<file path="config.mk">
export PLATFORM = sky130hd
export DESIGN_NAME = tlc_cell
export DESIGN_NICKNAME = d
export VERILOG_FILES = /design/src/design/tlc_pkg.sv /design/src/design/tlc_cell.sv
export SDC_FILE = /design/constraint.sdc
export NUM_CORES = 1
export LEC_CHECK = 0
export BUFFER_PORTS_ARGS = -buffer_cell sky130_fd_sc_hd__buf_2
export CAP_MARGIN = 10
export CORE_MARGIN = 4
export CORE_UTILIZATION = 40
export DETAILED_ROUTE_END_ITERATION = 10
export PLACE_DENSITY_LB_ADDON = 0.15
export SLEW_MARGIN = 20
export SYNTH_ARGS = -nofsm -noshare
export SYNTH_HDL_FRONTEND = slang
export SYNTH_SLANG_ARGS = --single-unit
</file>
<file path="constraint.sdc">
create_clock -name clk -period 5.31 [get_ports clk]
set_input_delay 0.7965 -clock clk [delete_from_list [all_inputs] [get_ports clk]]
set_output_delay 0.7965 -clock clk [all_outputs]
set_load 0.05 [all_outputs]
</file>
<file path="src/design/tlc_pkg.sv">
`timescale 1ns / 1ps
package tlc_pkg;

	localparam int CAPACITY = 64;
	localparam int IDX_W = $clog2(CAPACITY);
	localparam int CNT_W = $clog2(CAPACITY + 1);
	localparam int MAX_ZOOM = 19;
	localparam int XY_W = 19;
	localparam int AGE_W = 32;

	localparam logic CMD_SEARCH = 1'b0;
	localparam logic CMD_INSERT = 1'b1;

	localparam logic [2:0] ST_MISS = 3'd0;
	localparam logic [2:0] ST_HIT = 3'd1;
	localparam logic [2:0] ST_REJECT = 3'd2;
	localparam logic [2:0] ST_REPLACED = 3'd3;
	localparam logic [2:0] ST_FREE = 3'd4;
	localparam logic [2:0] ST_EVICT = 3'd5;

	localparam logic [2:0] REG_CAPACITY_ADDR = 3'd0;

	typedef struct packed {
		logic        command;
		logic [4:0]  zoom;
		logic [31:0] tile_x;
		logic [31:0] tile_y;
	} in_item_t;

	typedef struct packed {
		logic [2:0]  status;
		logic [5:0]  slot_index;
		logic [4:0]  found_zoom;
		logic [18:0] found_x;
		logic [18:0] found_y;
	} out_item_t;

	typedef struct packed {
		logic            ok;
		logic [4:0]      zoom;
		logic [XY_W-1:0] x;
		logic [XY_W-1:0] y;
	} key_t;

	typedef struct packed {
		logic             tag_en;
		logic             age_en;
		logic [IDX_W-1:0] idx;
		logic [4:0]       zoom;
		logic [XY_W-1:0]  x;
		logic [XY_W-1:0]  y;
		logic [AGE_W-1:0] age;
	} wr_t;

	typedef struct packed {
		logic             have;
		logic [AGE_W-1:0] lag;
		logic [IDX_W-1:0] idx;
	} vic_t;

endpackage

</file>
<file path="src/design/tlc_cell.sv">
`timescale 1ns / 1ps
module tlc_cell (
	input  logic                              clk,
	input  logic                              arst_n,
	input  logic [tlc_pkg::IDX_W-1:0]         my_idx,
	input  tlc_pkg::key_t                     key,
	input  tlc_pkg::wr_t                      wr,
	input  logic [tlc_pkg::AGE_W-1:0]         now,
	input  tlc_pkg::vic_t                     vic_in,
	output tlc_pkg::vic_t                     vic_out,
	output logic                              match
);

	logic                        valid_q;
	logic [4:0]                  zoom_q;
	logic [tlc_pkg::XY_W-1:0]    x_q;
	logic [tlc_pkg::XY_W-1:0]    y_q;
	logic [tlc_pkg::AGE_W-1:0]   age_q;
	logic                        match_q;
	tlc_pkg::vic_t               vic_q;
	logic [tlc_pkg::AGE_W-1:0]   lag;
	logic                        sel;

	assign lag = now - age_q;
	assign sel = valid_q && (!vic_in.have || lag > vic_in.lag);

	always_ff @(posedge clk or negedge arst_n) begin
		if (!arst_n) begin
			valid_q <= 1'b0;
			match_q <= 1'b0;
			vic_q <= '0;
		end else begin
			if (wr.tag_en && wr.idx == my_idx) begin
				valid_q <= 1'b1;
			end
			match_q <= valid_q && key.ok && zoom_q == key.zoom && x_q == key.x
				&& y_q == key.y;
			if (sel) begin
				vic_q <= '{have: 1'b1, lag: lag, idx: my_idx};
			end else begin
				vic_q <= vic_in;
			end
		end
	end

	always_ff @(posedge clk) begin
		if (wr.tag_en && wr.idx == my_idx) begin
			zoom_q <= wr.zoom;
			x_q <= wr.x;
			y_q <= wr.y;
		end
		if (wr.age_en && wr.idx == my_idx) begin
			age_q <= wr.age;
		end
	end

	assign vic_out = vic_q;
	assign match = match_q;

endmodule

</file>
Yosys cells after proc, flatten, opt, wreduce, memory -nomap -nowiden
Cells that the tools add are included.
- output and inout bits: 40
- input port bits: 206
- logic and storage cells: 25
- flip-flop bits (word level): 116
- add/sub/neg operators: 1
- equal/unequal tests: 4
- magnitude comparators: 1
- multiplexer cells: 1
- reduce and logical (&&, ||, !) cells: 9
- operators by type and width (operator ; number):
    39-bit 2-to-1 mux ; 1
    19-bit equality test ; 2
    32-bit greater-than comparator ; 1
    32-bit subtractor ; 1
    1-bit logical AND ; 7
    6-bit equality test ; 1
    5-bit equality test ; 1
    1-bit zero test ; 1
    1-bit logical OR ; 1

Logic depth before layout (Yosys ltp)
Gate-level depths: netlist (run 1).
- depth in word-level cells: 5
- depth in mapped cells: 21
- mapped depth without buffers: 19

Worst setup path before layout (run 1)
Ideal clock, no wire load.
- path type: input to register
- start: in now[0] (netlist name)
- end: reg vic_q (netlist bit vic_out[25])
- stages on the path: 20
- data required time: 5185 ps
- library setup time: 125 ps
- setup slack: 850 ps
- path buffers: 2
- arrival: 4334 ps
- cells stage by stage: inv_1 > ha_1 > inv_1 > fa_1 > a21oi_1 > nand4b_1 > a21oi_1 > o21a_1 > o311ai_1 > nand2_1 > xor2_1 > ha_1 > nand4_1 > nor3_2 > nand3_1 > a21o_1 > a31oi_1 > buf_6 > buf_6 > mux2_4
- longest elaborated chain between the ends: 5
- ends and longest elaborated chain (element ; line ; source):
    start: declaration ; tlc_cell.sv:8 ; input logic [tlc_pkg::AGE_W-1:0] now,
    32-bit subtractor * ; tlc_cell.sv:24 ; assign lag = now - age_q;
    32-bit greater-than comparator ; tlc_cell.sv:25 ; assign sel = valid_q && (!vic_in.have || lag > vic_in.lag);
    1-bit logical OR ; tlc_cell.sv:25 ;
    1-bit logical AND ; tlc_cell.sv:25 ;
    39-bit 2-to-1 mux * ; tlc_cell.sv:38 ; if (sel) begin
    end signal: assignment ; tlc_cell.sv:39 ; vic_q <= '{have: 1'b1, lag: lag, idx: my_idx};
    end signal: assignment ; tlc_cell.sv:41 ; vic_q <= vic_in;
    end: declaration ; tlc_cell.sv:20 ; tlc_pkg::vic_t vic_q;
Every way passes the cells marked *; elsewhere a longest branch is shown, timed or not.
A chain may end at the register's enable or synchronous reset.

Final worst setup path (run 1)
- start: in now[0] (netlist name)
- end: reg vic_q (netlist bit vic_out[4])
- longest elaborated chain between the ends: 5
- ends and longest elaborated chain (element ; line):
    32-bit subtractor ; tlc_cell.sv:24
    32-bit greater-than comparator ; tlc_cell.sv:25
    1-bit logical OR ; tlc_cell.sv:25
    1-bit logical AND ; tlc_cell.sv:25
    39-bit 2-to-1 mux ; tlc_cell.sv:38
Every way passes these cells.

==> summary.txt, run 1 <==
CTS
  • TritonCTS Buffers: 17
  • Post-CTS setup buffer count: 0
  • H-tree levels: 4
  • Clock-pin slew on the worst setup and hold paths: 0.06 ns
  • CTS max path bufs: 2
  • Clock sinks: 116
  • Clk root buf: clkbuf_16
  • Clk_lat worst skew: 0.41 ns
  • CTS tree: done
  • Post-CTS Resized: 0
  • CTS Hold Bufs: 0

STA
  • Period minus WS final: 4.82 ns
  • Max Clk Rate: 207 MHz
  • RSZ-0062 raised after global routing: no
  • Worst-margin pin slew: 1.00 ns
  • Fin. Hold Viols: 0
  • Slew headroom: around 33%
  • Slack of the critical path: 0.488 ns
  • Setup violators final: 0
  • Setup TNS: 0 ns
  • Slew Limit Fails: 0
  • Setup Skew: 0.00744 ns
  • Final hold slack: 0.270 ns
  • Final period util: 90.8%

Logic synthesis
  • Seq/Total Area, Yosys: a little under half
  • Area contributors post-synth: edfxtp_1, dfrtp_1, ha_1
  • Yosys reg bits: 116
  • Top cell type's share of synthesized area: 31.2%
  • Syn Area/Cell: 10.7 µm²
  • Warnings from Yosys: 0
  • Synth Flop Type: edfxtp_1
  • Asr flop ratio synth: a little over a third
  • Yosys top cell by area: edfxtp_1
  • Cell variety after synth: between 70 and 80
  • Post-Syn Instances: around 670
  • Number of synthesized flops with an enable pin: 75
  • Syn nets: 944
  • Post-synthesis cell area: roughly 7200 µm²

Placed design
  • Detailed Place HPWL: 16.2 mm
  • IO Port Bufs: 245
  • Worst slack at placement: ~0.064 ns
  • GP Congestion: 0.882

Floorplanning
  • Initial Util: 41.3%
  • Die width: 142 µm
  • Die area: around 20,000 µm²
  • Die H: around 140 µm
  • Core ar.: roughly 17,000 µm²
  • Num ports: 246
  • Row count: 48

Worst setup path
  • CP Capture Type: flip-flop
  • Crit Path Max Fanout: 9
  • Arr. time, crit path: 5.11 ns
  • Reg2reg path depth: 17
  • Worst setup SP type: input pin
  • CP required: 5.60 ns
  • WS Path Type: in -> reg

GRT
  • Initial antenna violation count: 5
  • Overflow after GRT: 0
  • Met3 GRT Util: around 5.1%
  • Vias in the first global route: 6,018
  • M2 GR Usage: 33.5%
  • First-pass GRT wire length: 30.3 mm
  • Met1 global-route usage: between 20% and 30%
  • Largest net degree at the start of global routing: 45
  • Busiest layer in global routing: met2
  • Global Route Usage Sum: 19.3%

Hold path
  • HP Class: in -> async

Drt
  • DR iter-0 viols: 207
  • Final wirelength: between 15 and 20 mm
  • Avg WL per Cell: 16.8 µm
  • Vias: 5,937
  • Vias per inst: 5.07
  • TritonRoute pass-1 iters: 4
  • Final ANT Viol Nets: 0
  • Post-route DRC violation count: 0

Cells and area
  • Fin nets: 1,200
  • Util after Layout: 53.2%
  • Area Growth Syn to Fin: 28.8%
  • Share of cells above drive strength 1: 34.7%
  • Fillers: 1,658

Flow run
  • Maxcap violations: 0

Pwr
  • Worst VDD drop: approximately 0.00025 V
  • P per Cell Area: 323 nW/µm²
  • Leakage: about 4.4 nW

Status
  • Status: finished, final reports clean
Yosys cell counts (6+ instances only):
library cell   n
a31oi_1        7
nor4_1         8
a21oi_1       39
a21o_1        18
xnor2_1       28
ha_1          63
o21a_1        13
nor2_1        22
mux2_2        15
nand2_1       47
edfxtp_1      75
dfrtp_1       41
buf_2          6
nor3_1        10
nand4_1       16
mux2_4         9
o31ai_1        6
o211ai_1       9
o21ai_0       24
xor2_1        30
nand3_1       12
inv_1         87
logic make-up after synthesis:
family	count (synthesis)	synth area share [%]
AOI/OAI and AO/OA	165	16.3
xor gates and xnor gates	58	7.03
adders and majority gates	64	11.2
buffers and inverters	102	5.72
DFF	116	45.4
and+or+nand+nor	144	9.98
muxes	25	4.35
stage by stage:
stage,total power [W],cell area (µm²),instances
CTS,0.00304,9270,1167
global route,0.00315,9300,1171
finish,0.00300,9300,1172
floorplan,0.00168,7220,674
global placement,0.00194,8720,1135
detailed placement,0.00195,8720,1135
worst paths after layout:
check / end / start / slack, ns
max in group asynchronous: vic_out[20] / arst_n / 4.57
worst min register to register: vic_out[38] / valid_q / 0.55
worst max-delay path: vic_out[4] / now[0] / 0.49
min in group clk: vic_out[38] / valid_q / 0.55
worst max register to register: vic_out[4] / age_q[0] / 0.68
worst min-delay path: vic_out[36] / arst_n / 0.27
critical path, stage by stage:
cell and delay (ns):
buf_2 0.09, inv_1 0.04, ha_1 0.16, inv_1 0.05, fa_1 0.39, a21oi_1 0.24, nand4b_1 0.18, a21oi_1 0.13
o21a_1 0.26, o311ai_1 0.39, nand2_1 0.11, xor2_1 0.16, ha_1 0.29, nand4_1 0.15, nor3_2 0.31, nand3_1 0.13
o31ai_1 0.46, a31o_2 0.36, mux2_2 0.38
per-layer routing:
layer / share of wire (%) / routed length [µm]
met2: 49 / 9640
met5: 0.076 / 15
met1: 41 / 8020
met4: 2.3 / 450
met3: 8.2 / 1610
layout make-up:
class	count	area, µm²	area share (%)
multi-input cells	456	3550	38.1
flip-flops and latches	116	3280	35.2
repair buffers	252	1300	14.0
clock buffers	17	425	4.57
inverters	87	327	3.51
well taps	225	282	3.03
clock inverters	15	131	1.41
diodes	4	10.0	0.108
sequential cells by signal (all words and copies together) (netlist names):
| name | cells |
|---|---|
| zoom_q | 5 |
| age_q | 32 |
| match | 1 |
| valid_q | 1 |
| vic_out | 39 |
| x_q | 19 |
| y_q | 19 |
cell usage in the layout, fill, tap and decap left out, types with 8 or more instances in the layout:
master     count
buf_2        245
o21a_1        13
mux2_4         9
nor3_1        10
mux2_2        15
clkbuf_16     17
nand3_1       12
xor2_1        30
a21oi_1       39
nor2_1        22
dfrtp_1       41
nand2_1       47
inv_1         87
xnor2_1       28
o21ai_0       24
o211ai_1       9
nor4_1         8
edfxtp_1      75
a21o_1        18
nand4_1       16
ha_1          63
report_power, final:
part	internal (W)	switching, W	leakage (nW)
Combinational	0.000303	0.000555	2.96
Clock	0.000646	0.000432	0.274
Sequential	0.00104	0.0000254	1.16
Total	0.00199	0.00101	4.39
No activity file was read; power rests on OpenSTA's default activity.
==> inputs of run 2 (changes only) <==
--- a/config.mk
+++ b/config.mk
@@ -8,7 +8,7 @@
 export BUFFER_PORTS_ARGS = -buffer_cell sky130_fd_sc_hd__buf_2
 export CAP_MARGIN = 10
 export CORE_MARGIN = 4
-export CORE_UTILIZATION = 40
+export CORE_UTILIZATION = 42
 export DETAILED_ROUTE_END_ITERATION = 10
 export PLACE_DENSITY_LB_ADDON = 0.15
 export SLEW_MARGIN = 20
==> run 2 against run 1 <==
Maximum frequency decreased by 0.33%; sequential cell count unchanged; worst setup slack got worse by 0.016 ns; hold slack improved by 0.25 ns; sequential share of layout area increased by 0.15 points; wire length decreased by 1.7%; clock skew about the same; final area decreased by 0.42%; core utilization increased by 2.2 points; non-clock buffer count decreased by 3; total power increased by 0.81%; clock power about the same; critical endpoint is now vic_out[3]; largest power group unchanged; highest routed layer is now met4.
==> summary.txt, run 2 (synthesis results as in run 1) <==
STA
  • Fin. Hold Viols: 0
  • Max Clk Rate: 207 MHz
  • RSZ-0062 raised after global routing: no
  • Setup violators final: 0
  • Setup TNS: 0 ns
  • Final period util: 91.1%
  • Slew Limit Fails: 0
  • Slew headroom: about a third
  • Worst-margin pin slew: just under 1 ns
  • Setup Skew: roughly 0.0076 ns
  • Final hold slack: 0.521 ns
  • Slack of the critical path: 0.472 ns
  • Period minus WS final: 4.84 ns

Cells and area
  • Commonest non-fill, non-tap cells in the layout: buf_2, inv_1, edfxtp_1
  • Fin nets: ~1,200
  • Max FFs per register: 39
  • Area Growth Syn to Fin: 28.3%
  • Share of cells above drive strength 1: 34.4%
  • Fin cells: 1,163
  • Most common cell after layout, fill and taps aside: buf_2

Placed design
  • Worst slack at placement: 0.0558 ns
  • GP Congestion: 0.967
  • Detailed Place HPWL: 15.8 mm
  • IO Port Bufs: 245
  • Placed instance count: ~1,100

Worst setup path
  • Instance count on the critical path: 19
  • Arr. time, crit path: 5.14 ns
  • CP delay by family, top: compound AO/OA/AOI/OAI gates
  • WP buf/inv: 3
  • Worst setup path startpoint: now[0]
  • Worst setup path end: vic_out[3]
  • Slack of the worst reg-to-reg path: 0.63 ns
  • Worst path cell trace: buf_2, inv_1, ha_1, inv_1, fa_1, a21oi_1, nand4b_1, a21oi_1, o21a_1, o311ai_1, nand2_1, xor2_1, ha_1, nand4_1, nor3_2, nand3_1, o31ai_1, a31o_2, mux2_2
  • R2r endpoint: vic_out[3]
  • CP required: 5.61 ns
  • Crit Path Max Fanout: 9
  • CP Capture Type: flip-flop
  • Reg2reg path depth: 16
  • R2R Path Start: age_q[1]
  • Worst setup SP type: input pin
  • Slowest stage delay, CP: 0.48 ns
  • Crit-path slowest cell: o31ai_1
  • WS Path Type: in -> reg

Drt
  • Final ANT Viol Nets: 0
  • Avg WL per Cell: 16.7 µm
  • TritonRoute pass-1 iters: 5
  • Vias per inst: 5.08
  • DR iter-0 viols: 234
  • Post-route DRC violation count: 0
  • Vias: 5,911
  • Final wirelength: roughly 19 mm

GRT
  • First-pass GRT wire length: 30.5 mm
  • Global Route Usage Sum: 20.1%
  • Vias in the first global route: 5,956
  • Initial antenna violation count: 2
  • Largest net degree at the start of global routing: 45
  • Overflow after GRT: 0

Floorplanning
  • Num ports: about 250
  • Die H: about 140 µm
  • Initial Util: between 40% and 50%
  • Die area: 19,400 µm²
  • Die width: 139 µm
  • Core ar.: 16,700 µm²
  • Row count: 47

CTS
  • CTS Hold Bufs: 0
  • Clock-pin slew on the worst setup and hold paths: 0.06 ns
  • CTS max path bufs: 2
  • CTS tree: done
  • Post-CTS Resized: 0
  • Post-CTS setup buffer count: 0
  • Clock sinks: 116
  • TritonCTS Buffers: 17
  • Clk root buf: clkbuf_16
  • H-tree levels: 4
  • Clk_lat worst skew: 0.42 ns

Status
  • Status: finished, final reports clean

Flow run
  • Maxcap violations: 0

Pwr
  • Worst VDD drop: 0.000226 V
  • Leakage: 4.37 nW
  • P per Cell Area: 327 nW/µm²
  • Tot Pwr: 0.00303 W

Hold path
  • HP Class: in -> async
## run 2: area by class of cell
class	instances	area, µm²
Sequential cell	116	3280
Clock inverter	14	145
Multi-Input combinational cell	456	3550
Tap cell	220	275
Inverter	87	327
Clock buffer	18	429
Timing Repair Buffer	249	1260
Fill cell	1541	7440
Antenna cell	3	7.51
## run 2: how the worst min path moves through the flow
stage / end / cells after the start / startpoint
after global routing: x_q[18] / 1 / wr[69]
after detailed placement: vic_out[38] / 1 / valid_q
after CTS: age_q[11] / 1 / wr[11]
final: vic_out[4] / 1 / arst_n
after global placement: valid_q / 1 / valid_q
after floorplan: vic_out[38] / 1 / valid_q
## run 2: routing by layer
metal	track usage, %	up-vias	wire length [µm]
li1	-	2969	-
met1	24.6	2700	8150
met2	34.4	203	9540
met3	4.93	39	1190
met4	7.67	0	513
met5	0	-	0
## run 2: power by group
| part | leakage [nW] | internal [W] | switching (W) |
|---|---|---|---|
| registers | 1.16 | 0.00104 | 0.0000293 |
| logic | 2.94 | 0.000295 | 0.000548 |
| clock network | 0.273 | 0.000659 | 0.000453 |
## run 2: metrics by stage
| step | instance area, µm² | utilization [%] |
|---|---|---|
| after floorplan | 7220 | - |
| final | 9270 | 55.5 |
| after global placement | 8680 | 52.0 |
| after CTS | 9260 | 55.4 |
| after detailed placement | 8680 | 52.0 |
| after global routing | 9260 | 55.4 |
==> inputs of run 3 (changes only) <==
--- a/config.mk
+++ b/config.mk
@@ -7,8 +7,10 @@
 export LEC_CHECK = 0
 export BUFFER_PORTS_ARGS = -buffer_cell sky130_fd_sc_hd__buf_2
 export CAP_MARGIN = 10
+export CELL_PAD_IN_SITES_DETAIL_PLACEMENT = 0
+export CELL_PAD_IN_SITES_GLOBAL_PLACEMENT = 1
 export CORE_MARGIN = 4
-export CORE_UTILIZATION = 42
+export CORE_UTILIZATION = 39
 export DETAILED_ROUTE_END_ITERATION = 10
 export PLACE_DENSITY_LB_ADDON = 0.15
 export SLEW_MARGIN = 20
==> run 3 against run 2 <==
Worst setup slack better by 0.11 ns; critical path type unchanged; sequential share of layout area is 0.091 points lower; via count increased by 2.2%; first-iteration DRC count down 3.8%; clock skew is 0.00050 ns higher; global-route usage decreased by 0.74 points; cell count increased by 0.69%; clock power is essentially flat; critical endpoint is now vic_out[0]; die area is 7.2% higher.
==> summary.txt, run 3 (synthesis results as in run 1) <==
Drt
  • DR iter-0 viols: 225
  • Vias: a little over 6,000
  • Final wirelength: between 20 and 25 mm
  • Final ANT Viol Nets: 0
  • TritonRoute pass-1 iters: 5
  • Avg WL per Cell: between 15 and 20 µm
  • Vias per inst: ~5.2
  • Post-route DRC violation count: 0

CTS
  • TritonCTS Buffers: 17
  • Clock sinks: around 120
  • Post-CTS Resized: 0
  • CTS tree: done
  • Clk_lat worst skew: 0.41 ns
  • H-tree levels: 4
  • Post-CTS setup buffer count: 0
  • Clock-pin slew on the worst setup and hold paths: 0.06 ns
  • CTS max path bufs: 2
  • Clk root buf: clkbuf_16
  • CTS Hold Bufs: 0

Pwr
  • Leakage: 4.38 nW
  • Worst VDD drop: 0.000228 V
  • P per Cell Area: 328 nW/µm²

Worst setup path
  • Worst setup SP type: input pin
  • Crit Path Max Fanout: 16
  • Worst path cell trace: buf_2, inv_1, ha_1, inv_1, fa_1, a21oi_1, nand4b_1, a21oi_1, o2111ai_1, nand3_1, a31oi_1, nor2_1, ha_1, nand4_1, nor3_2, nand3_1, o31ai_1, a31o_2, mux2_2
  • R2R Path Start: age_q[0]
  • Crit-path slowest cell: a31o_2
  • CP Capture Type: flip-flop
  • Slowest stage delay, CP: 0.41 ns
  • Arr. time, crit path: 5.02 ns
  • R2r endpoint: vic_out[0]
  • Slack of the worst reg-to-reg path: approximately 0.75 ns
  • CP delay by family, top: compound AO/OA/AOI/OAI gates
  • WS Path Type: in -> reg
  • CP required: 5.61 ns
  • Reg2reg path depth: 17
  • Instance count on the critical path: 19
  • WP buf/inv: 3

STA
  • Setup violators final: 0
  • Setup Skew: 0.00812 ns
  • Slew Limit Fails: 0
  • Final period util: 89.0%
  • Slew headroom: 34.3%
  • Period minus WS final: ~4.7 ns
  • Worst-margin pin slew: 0.985 ns
  • Setup TNS: 0 ns
  • Fin. Hold Viols: 0
  • RSZ-0062 raised after global routing: no
  • Max Clk Rate: ~210 MHz

Floorplanning
  • Num ports: 246
  • Die area: just over 20,000 µm²
  • Initial Util: 39.9%
  • Row count: 49
  • Die H: 144 µm
  • Die width: about 140 µm
  • Core ar.: 18,100 µm²

Cells and area
  • Area Growth Syn to Fin: 28.6%
  • Share of cells above drive strength 1: 34.4%
  • Fin cells: 1,171
  • Commonest non-fill, non-tap cells in the layout: buf_2, inv_1, edfxtp_1
  • Util after Layout: 51.4%
  • Most common cell after layout, fill and taps aside: buf_2
  • Fin nets: 1,198
  • Max FFs per register: 39

GRT
  • Overflow after GRT: 0
  • Vias in the first global route: 6,256
  • Largest net degree at the start of global routing: 45
  • First-pass GRT wire length: 31.1 mm
  • Global Route Usage Sum: 19.4%
  • Initial antenna violation count: 0

Placed design
  • Detailed Place HPWL: 16.6 mm
  • IO Port Bufs: 245
  • Placed instance count: ~1,100
  • GP Congestion: 0.972

Status
  • Status: finished, final reports clean

Flow run
  • Maxcap violations: 0

Hold path
  • HP Class: in -> async
-- run 3: worst register-to-register path, stage by stage, from the launching register on --
cell and delay, ns:
edfxtp_1 0.37, ha_1 0.21, inv_1 0.07, fa_1 0.20, a21oi_1 0.09, nand4b_1 0.25, a21oi_1 0.39, o2111ai_1 0.24
a311oi_1 0.39, o21a_1 0.18, nor2_1 0.06, ha_1 0.29, nand4_1 0.13, nor3_2 0.27, nand3_1 0.15, o31ai_1 0.35
a31o_2 0.41, mux2_2 0.40
-- run 3: worst max path at each step --
| stage | from | end | slack, ns |
|---|---|---|---|
| detailed placement | now[0] | vic_out[0] | 0.16 |
| global placement | now[0] | vic_out[0] | 0.31 |
| global route | now[0] | vic_out[3] | 0.19 |
| CTS | now[0] | vic_out[0] | 0.58 |
| floorplan | now[0] | vic_out[25] | 0.85 |
| finish | now[0] | vic_out[0] | 0.58 |
-- run 3: per-stage QoR --
step                setup WS, ns  hold slack [ns]  area [µm²]  total power, W
CTS                        0.584            0.536        9290         0.00309
global placement           0.312            0.564        8700         0.00193
finish                     0.581            0.525        9290         0.00305
floorplan                  0.850            0.475        7220         0.00168
global route               0.194            0.532        9290         0.00319
detailed placement         0.160            0.591        8700         0.00194
-- run 3: power breakdown --
group	leakage (nW)	switching, W	internal (W)	total (W)
Combinational	2.94	0.000549	0.000297	0.000845
Clock	0.279	0.000436	0.000695	0.00113
Sequential	1.16	0.0000287	0.00104	0.00107
Total	4.38	0.00101	0.00203	0.00305
-- run 3: area by class of cell --
type,count,area (µm²)
Antenna cell,1,2.50
Fill cell,1682,8800
Clock buffer,18,429
Clock inverter,14,154
Tap cell,229,287
Timing Repair Buffer,250,1260
Multi-Input combinational cell,456,3550
Inverter,87,327
Sequential cell,116,3280
-- run 3: per-layer routing --
layer  GRT usage [%]  wire length [µm]
met1            22.9              8190
met2            34.0              9970
met3            5.16              1620
met4            6.99               565
met5               0                 0
